**src/rtl/enl_pkg.sv**
```systemverilog
// Shared types and constants of the extended natural ALU.
package enl_pkg;

	localparam int CODE_W    = 64;
	localparam int CMD_W     = 3;
	localparam int MUL_DIGIT = 8;

	localparam logic [CMD_W-1:0] CMD_SUM  = 3'd0;
	localparam logic [CMD_W-1:0] CMD_DIFF = 3'd1;
	localparam logic [CMD_W-1:0] CMD_PROD = 3'd2;
	localparam logic [CMD_W-1:0] CMD_QUOT = 3'd3;
	localparam logic [CMD_W-1:0] CMD_REM  = 3'd4;
	localparam logic [CMD_W-1:0] CMD_POW  = 3'd5;

	localparam logic REG_INF = 1'b0;
	localparam logic REG_EMP = 1'b1;

	typedef enum logic [3:0] {
		S_IDLE,
		S_EVAL,
		S_DIV,
		S_DIV_END,
		S_RPROD,
		S_MUL,
		S_MUL_END,
		S_RDIFF,
		S_PCHK,
		S_DONE
	} state_t;

	typedef enum logic [4:0] {
		DP_NONE,
		DP_LOAD,
		DP_RES_SIMPLE,
		DP_DIV_INIT,
		DP_DIV_STEP,
		DP_Q_SPECIAL,
		DP_Q_DIV,
		DP_MUL_INIT_LR,
		DP_MUL_INIT_QR,
		DP_MUL_INIT_POW,
		DP_MUL_STEP,
		DP_RES_PROD,
		DP_P_SPECIAL,
		DP_P_PROD,
		DP_RES_DIFF,
		DP_POW_INIT,
		DP_POW_UPD,
		DP_RES_ACC
	} dp_op_t;

	typedef struct packed {
		dp_op_t op;
		logic   out_load;
	} ctrl_t;

	typedef struct packed {
		logic [CMD_W-1:0] cmd;
		logic             prod_spec;
		logic             any_empty;
		logic             quot_div;
		logic             pow_spec;
		logic             qr_prod_spec;
		logic             mul_last;
		logic             div_last;
		logic             exp_zero;
	} status_t;

endpackage

```
**src/rtl/enl_ctrl.sv**
```systemverilog
// Sequencer of the extended natural ALU.
module enl_ctrl
	import enl_pkg::*;
(
	input  logic    clk,
	input  logic    arst_n,
	input  logic    in_valid,
	output logic    in_ready,
	output logic    out_valid,
	input  logic    out_ready,
	input  status_t st,
	output ctrl_t   ctl
);

	state_t state_q, state_nx;
	logic   out_valid_q;
	logic   out_free;

	assign out_free  = !out_valid_q || out_ready;
	assign in_ready  = (state_q == S_IDLE);
	assign out_valid = out_valid_q;

	always_ff @(posedge clk or negedge arst_n) begin
		if (!arst_n) begin
			state_q     <= S_IDLE;
			out_valid_q <= 1'b0;
		end else begin
			state_q <= state_nx;
			if (ctl.out_load)
				out_valid_q <= 1'b1;
			else if (out_ready)
				out_valid_q <= 1'b0;
		end
	end

	// next state
	always_comb begin
		state_nx = state_q;
		unique case (state_q)
			S_IDLE:    if (in_valid) state_nx = S_EVAL;
			S_EVAL: begin
				unique case (st.cmd)
					CMD_PROD: state_nx = st.prod_spec ? S_DONE : S_MUL;
					CMD_QUOT: state_nx = st.quot_div ? S_DIV : S_DONE;
					CMD_REM: begin
						if (st.any_empty) state_nx = S_DONE;
						else if (st.quot_div) state_nx = S_DIV;
						else state_nx = S_RPROD;
					end
					CMD_POW:  state_nx = st.pow_spec ? S_DONE : S_PCHK;
					default:  state_nx = S_DONE;
				endcase
			end
			S_DIV:     if (st.div_last) state_nx = S_DIV_END;
			S_DIV_END: state_nx = (st.cmd == CMD_REM) ? S_RPROD : S_DONE;
			S_RPROD:   state_nx = st.qr_prod_spec ? S_RDIFF : S_MUL;
			S_MUL:     if (st.mul_last) state_nx = S_MUL_END;
			S_MUL_END: begin
				if (st.cmd == CMD_REM) state_nx = S_RDIFF;
				else if (st.cmd == CMD_POW) state_nx = S_PCHK;
				else state_nx = S_DONE;
			end
			S_RDIFF:   state_nx = S_DONE;
			S_PCHK:    state_nx = st.exp_zero ? S_DONE : S_MUL;
			S_DONE:    if (out_free) state_nx = S_IDLE;
			default:   state_nx = S_IDLE;
		endcase
	end

	// datapath commands
	always_comb begin
		ctl.op       = DP_NONE;
		ctl.out_load = 1'b0;
		unique case (state_q)
			S_IDLE:    if (in_valid) ctl.op = DP_LOAD;
			S_EVAL: begin
				unique case (st.cmd)
					CMD_PROD: ctl.op = st.prod_spec ? DP_RES_SIMPLE : DP_MUL_INIT_LR;
					CMD_QUOT: ctl.op = st.quot_div ? DP_DIV_INIT : DP_RES_SIMPLE;
					CMD_REM: begin
						if (st.any_empty) ctl.op = DP_RES_SIMPLE;
						else if (st.quot_div) ctl.op = DP_DIV_INIT;
						else ctl.op = DP_Q_SPECIAL;
					end
					CMD_POW:  ctl.op = st.pow_spec ? DP_RES_SIMPLE : DP_POW_INIT;
					default:  ctl.op = DP_RES_SIMPLE;
				endcase
			end
			S_DIV:     ctl.op = DP_DIV_STEP;
			S_DIV_END: ctl.op = DP_Q_DIV;
			S_RPROD:   ctl.op = st.qr_prod_spec ? DP_P_SPECIAL : DP_MUL_INIT_QR;
			S_MUL:     ctl.op = DP_MUL_STEP;
			S_MUL_END: begin
				if (st.cmd == CMD_REM) ctl.op = DP_P_PROD;
				else if (st.cmd == CMD_POW) ctl.op = DP_POW_UPD;
				else ctl.op = DP_RES_PROD;
			end
			S_RDIFF:   ctl.op = DP_RES_DIFF;
			S_PCHK:    ctl.op = st.exp_zero ? DP_RES_ACC : DP_MUL_INIT_POW;
			S_DONE:    ctl.out_load = out_free;
			default:   ctl.op = DP_NONE;
		endcase
	end

endmodule

```
**config.mk**
```make
export PLATFORM = sky130hd
export DESIGN_NAME = enl_ctrl
export DESIGN_NICKNAME = d
export VERILOG_FILES = /design/src/rtl/enl_pkg.sv /design/src/rtl/enl_ctrl.sv
export SDC_FILE = /design/constraint.sdc
export NUM_CORES = 1
export LEC_CHECK = 0
export ABC_AREA = 1
export BUFFER_PORTS_ARGS = -buffer_cell sky130_fd_sc_hd__buf_2
export CAP_MARGIN = 20
export CORE_MARGIN = 5
export CORE_UTILIZATION = 48
export CTS_CLUSTER_SIZE = 20
export DETAILED_ROUTE_END_ITERATION = 10
export GPL_TIMING_DRIVEN = 0
export PLACE_DENSITY = 0.73
export SYNTH_ARGS = -nofsm -noshare
export SYNTH_HDL_FRONTEND = slang
export SYNTH_SLANG_ARGS = --single-unit
```
**constraint.sdc**
```tcl
create_clock -name clk -period 1.31 [get_ports clk]
set_input_delay 0.131 -clock clk [delete_from_list [all_inputs] [get_ports clk]]
set_output_delay 0.131 -clock clk [all_outputs]
set_load 0.005 [all_outputs]
```
==> results.ini <==
[critical_path]
path_max_fanout=4
reg2reg_slack_ns=-0.14
cp_slowest_cell=dfrtp_1
slowest_delay_ns=0.41
cp_top_family=simple AND/OR/NAND/NOR gates
cp_num_buf_inv=2
cp_data_arrival_time_ns=1.53
path_class=flip-flop to output port
crit_chain=buf_4 > nand2_4 > nor2_4 > nand2_2 > o21ai_1 > nor2_1 > nand3_1 > buf_2
cp-end-kind=output port
crit_required_ns=1.18
start_kind=flip-flop

[clocking]
cts_tree=yes
clock_sinks=5
clk_pin_slew_worst_paths_ns=0.05
cts_buffer_depth=2
clk_latency_ns=0.25
cts_buffers=3
clock_tree.root_cell=clkbuf_4
h-tree-depth=1

[grt]
grt_pass1_vias=828
grt_util_all_layers_pct=21.5
grt_start_max_net_pins=8
grt_antenna_before_repair=0
grt.overflow.total=0
grt_pass1_wl_um=3380

[job]
cap_violations=0

[timing]
fmax_mhz=603
fin_crit_sh_pct=127
slew_viol_final=0
grt_setup_unrepaired=true
relSlewSlack_pct=84.5
finalSetupViolCount=9
fin_crit_ns=1.66
worst_pin_slew_ns=0.232
worst_slack_ns=-0.348
finClkSkew_ns=0.00958
finalHoldViolations=0

[logic_synthesis]
synth_area_per_cell_um2=5.47
yosys-top-cells-area=dfrtp_1 19%, nand2_1 19%, nor2_1 12%
synth_nets=134
yosys_warnings=0
ys_types=18
yosys.area.top_type=dfrtp_1
synthCells=119
synth_seq_area_share_pct=19.2
yosysTopAreaCellShare_pct=19.2
synth.cell_area_um2=651
ys_ff_latch=5

[place]
place.gp.congestion=0.945
portBuffers=22
hpwl_um=1460

[layout]
multiInputGateArea_um2=573
finalNetCount=179
syn_to_final_growth_pct=65.2
seqCellArea_um2=126
drive_gt1_share_pct=45.4
diodes=0
final.fill_count=83
postLayoutCoreUtil_pct=83.6

[outcome]
status=finished with violations
violations=setup timing

[power]
p_per_area_mw_per_mm2=2240
power.switching_uw=1250
leakage_uw=0.000563
internal_power_uw=1160
power_uw=2410
power_frac_comb_pct=78.5
switching_share_pct=51.9
clkPwrFrac_pct=7.6
seq_power_share_pct=13.9
ir_drop_mv=1.53

[floorplan]
die_area_mm2=0.00219
die_w_um=46.8
rows=13
initial_core_util_pct=50.6
die_h_um=46.8
core_area_mm2=0.00128
ioPinCount=23

[route]
via_count=1085
drc=0
finalWirelength_um=2900
route.detailed.vias_per_inst=6.10
ant_nets=0
drtIter0Drc=91
post_drt_wl_per_cell_um=16.3
drtPass1Iterations=4

[hold_path]
hp-class=input pin to flip-flop

==> cells in the final DEF, fill, tap and decap left out, drive strengths merged <==
cell / netlist / final
clkbuf: 0 / 4
o21ai: 9 / 9
dfrtp: 5 / 5
o22ai: 1 / 1
buf: 0 / 39
o211ai: 2 / 2
inv: 19 / 19
or2: 1 / 1
and3: 1 / 1
a21oi: 2 / 2
nand3: 13 / 13
o31ai: 1 / 1
nand4: 4 / 4
nor3: 3 / 3
nand2: 36 / 36
dlygate4sd3: 0 / 1
nor2: 22 / 22
==> final timing paths <==
check                                       start                endpoint  cells past startpoint
max                        state_q[2]$_DFFE_PN0P_                  ctl[3]                      8
min                                     out_ready   out_valid$_DFFE_PN0P_                      2
max reg2reg                state_q[3]$_DFFE_PN0P_  state_q[0]$_DFFE_PN0P_                      9
min reg2reg                 out_valid$_DFFE_PN0P_   out_valid$_DFFE_PN0P_                      2
max in group asynchronous                  arst_n  state_q[3]$_DFFE_PN0P_                      2
min in group asynchronous                  arst_n  state_q[2]$_DFFE_PN0P_                      2
==> metal layers <==
layer	wire (um)	track usage, %	part of all wire, %	vias to the layer above
met2	1350	33.6	46	112
met1	1010	27.8	35	470
met4	171	6.63	5.9	0
li1	-	-	-	473
met3	377	7.28	13	30
met5	0	0	0	-
==> registers in the layout, summed over array words and instances, names as in the netlist <==
signal / flops
out_valid: 1
state_q: 4
==> synthesized netlist by cell type, drive strengths merged <==
cell	number
o31ai	1
o211ai	2
nand2	36
nor3	3
o21ai	9
a21oi	2
nand4	4
nand3	13
o22ai	1
inv	19
nor2	22
dfrtp	5
and3	1
or2	1
==> repair_timing <==
| item | in CTS | in global routing |
|---|---|---|
| gates resized for setup | 19 | 23 |
| hold buffers | 1 | 0 |
| endpoints found under the hold margin | 5 | 0 |
| setup endpoints to repair | 11 | 10 |
| buffers inserted | 10 | 7 |
| pin swaps | 4 | 9 |
==> cells by family (layout without fill, tap and decap cells) <==
kind of cell    count (synthesis)  in the layout  share of synthesized area (%)
compound gates                 15             15                           14.0
buf+inv                        19             63                           11.0
flops                           5              5                           19.2
simple gates                   80             80                           55.8
==> power by group through the flow <==
stage          sequential [uW]  combinational, uW  clock [uW]
2_1_floorplan              289                687           0
3_3_place_gp               297               1000           0
3_5_place_dp               299               1010           0
4_1_cts                    294               1370         186
5_1_grt                    334               2010         203
6_report                   335               1890         184
==> final cells by class <==
| type | instances | area share (%) |
|---|---|---|
| clock buffer | 4 | 2.44 |
| inverter | 19 | 7.33 |
| multi-input combinational | 95 | 53.3 |
| sequential | 5 | 11.8 |
| tap | 15 | 1.75 |
| timing repair buffer | 40 | 23.4 |
==> metrics by stage <==
step	setup WS [ns]	instance area (um2)	instances	TNS (ns)	hold WS, ns
6_report	-0.348	1070	178	-1.88	0.107
2_1_floorplan	0.0763	651	119	0	-0.165
5_1_grt	-0.348	1070	178	-2.27	0.0920
3_5_place_dp	-0.309	779	156	-1.04	-0.0521
4_1_cts	-0.209	943	171	-1.15	0.0988
3_3_place_gp	-0.298	779	156	-0.994	-0.0517
Power figures use the tool's default switching activity.
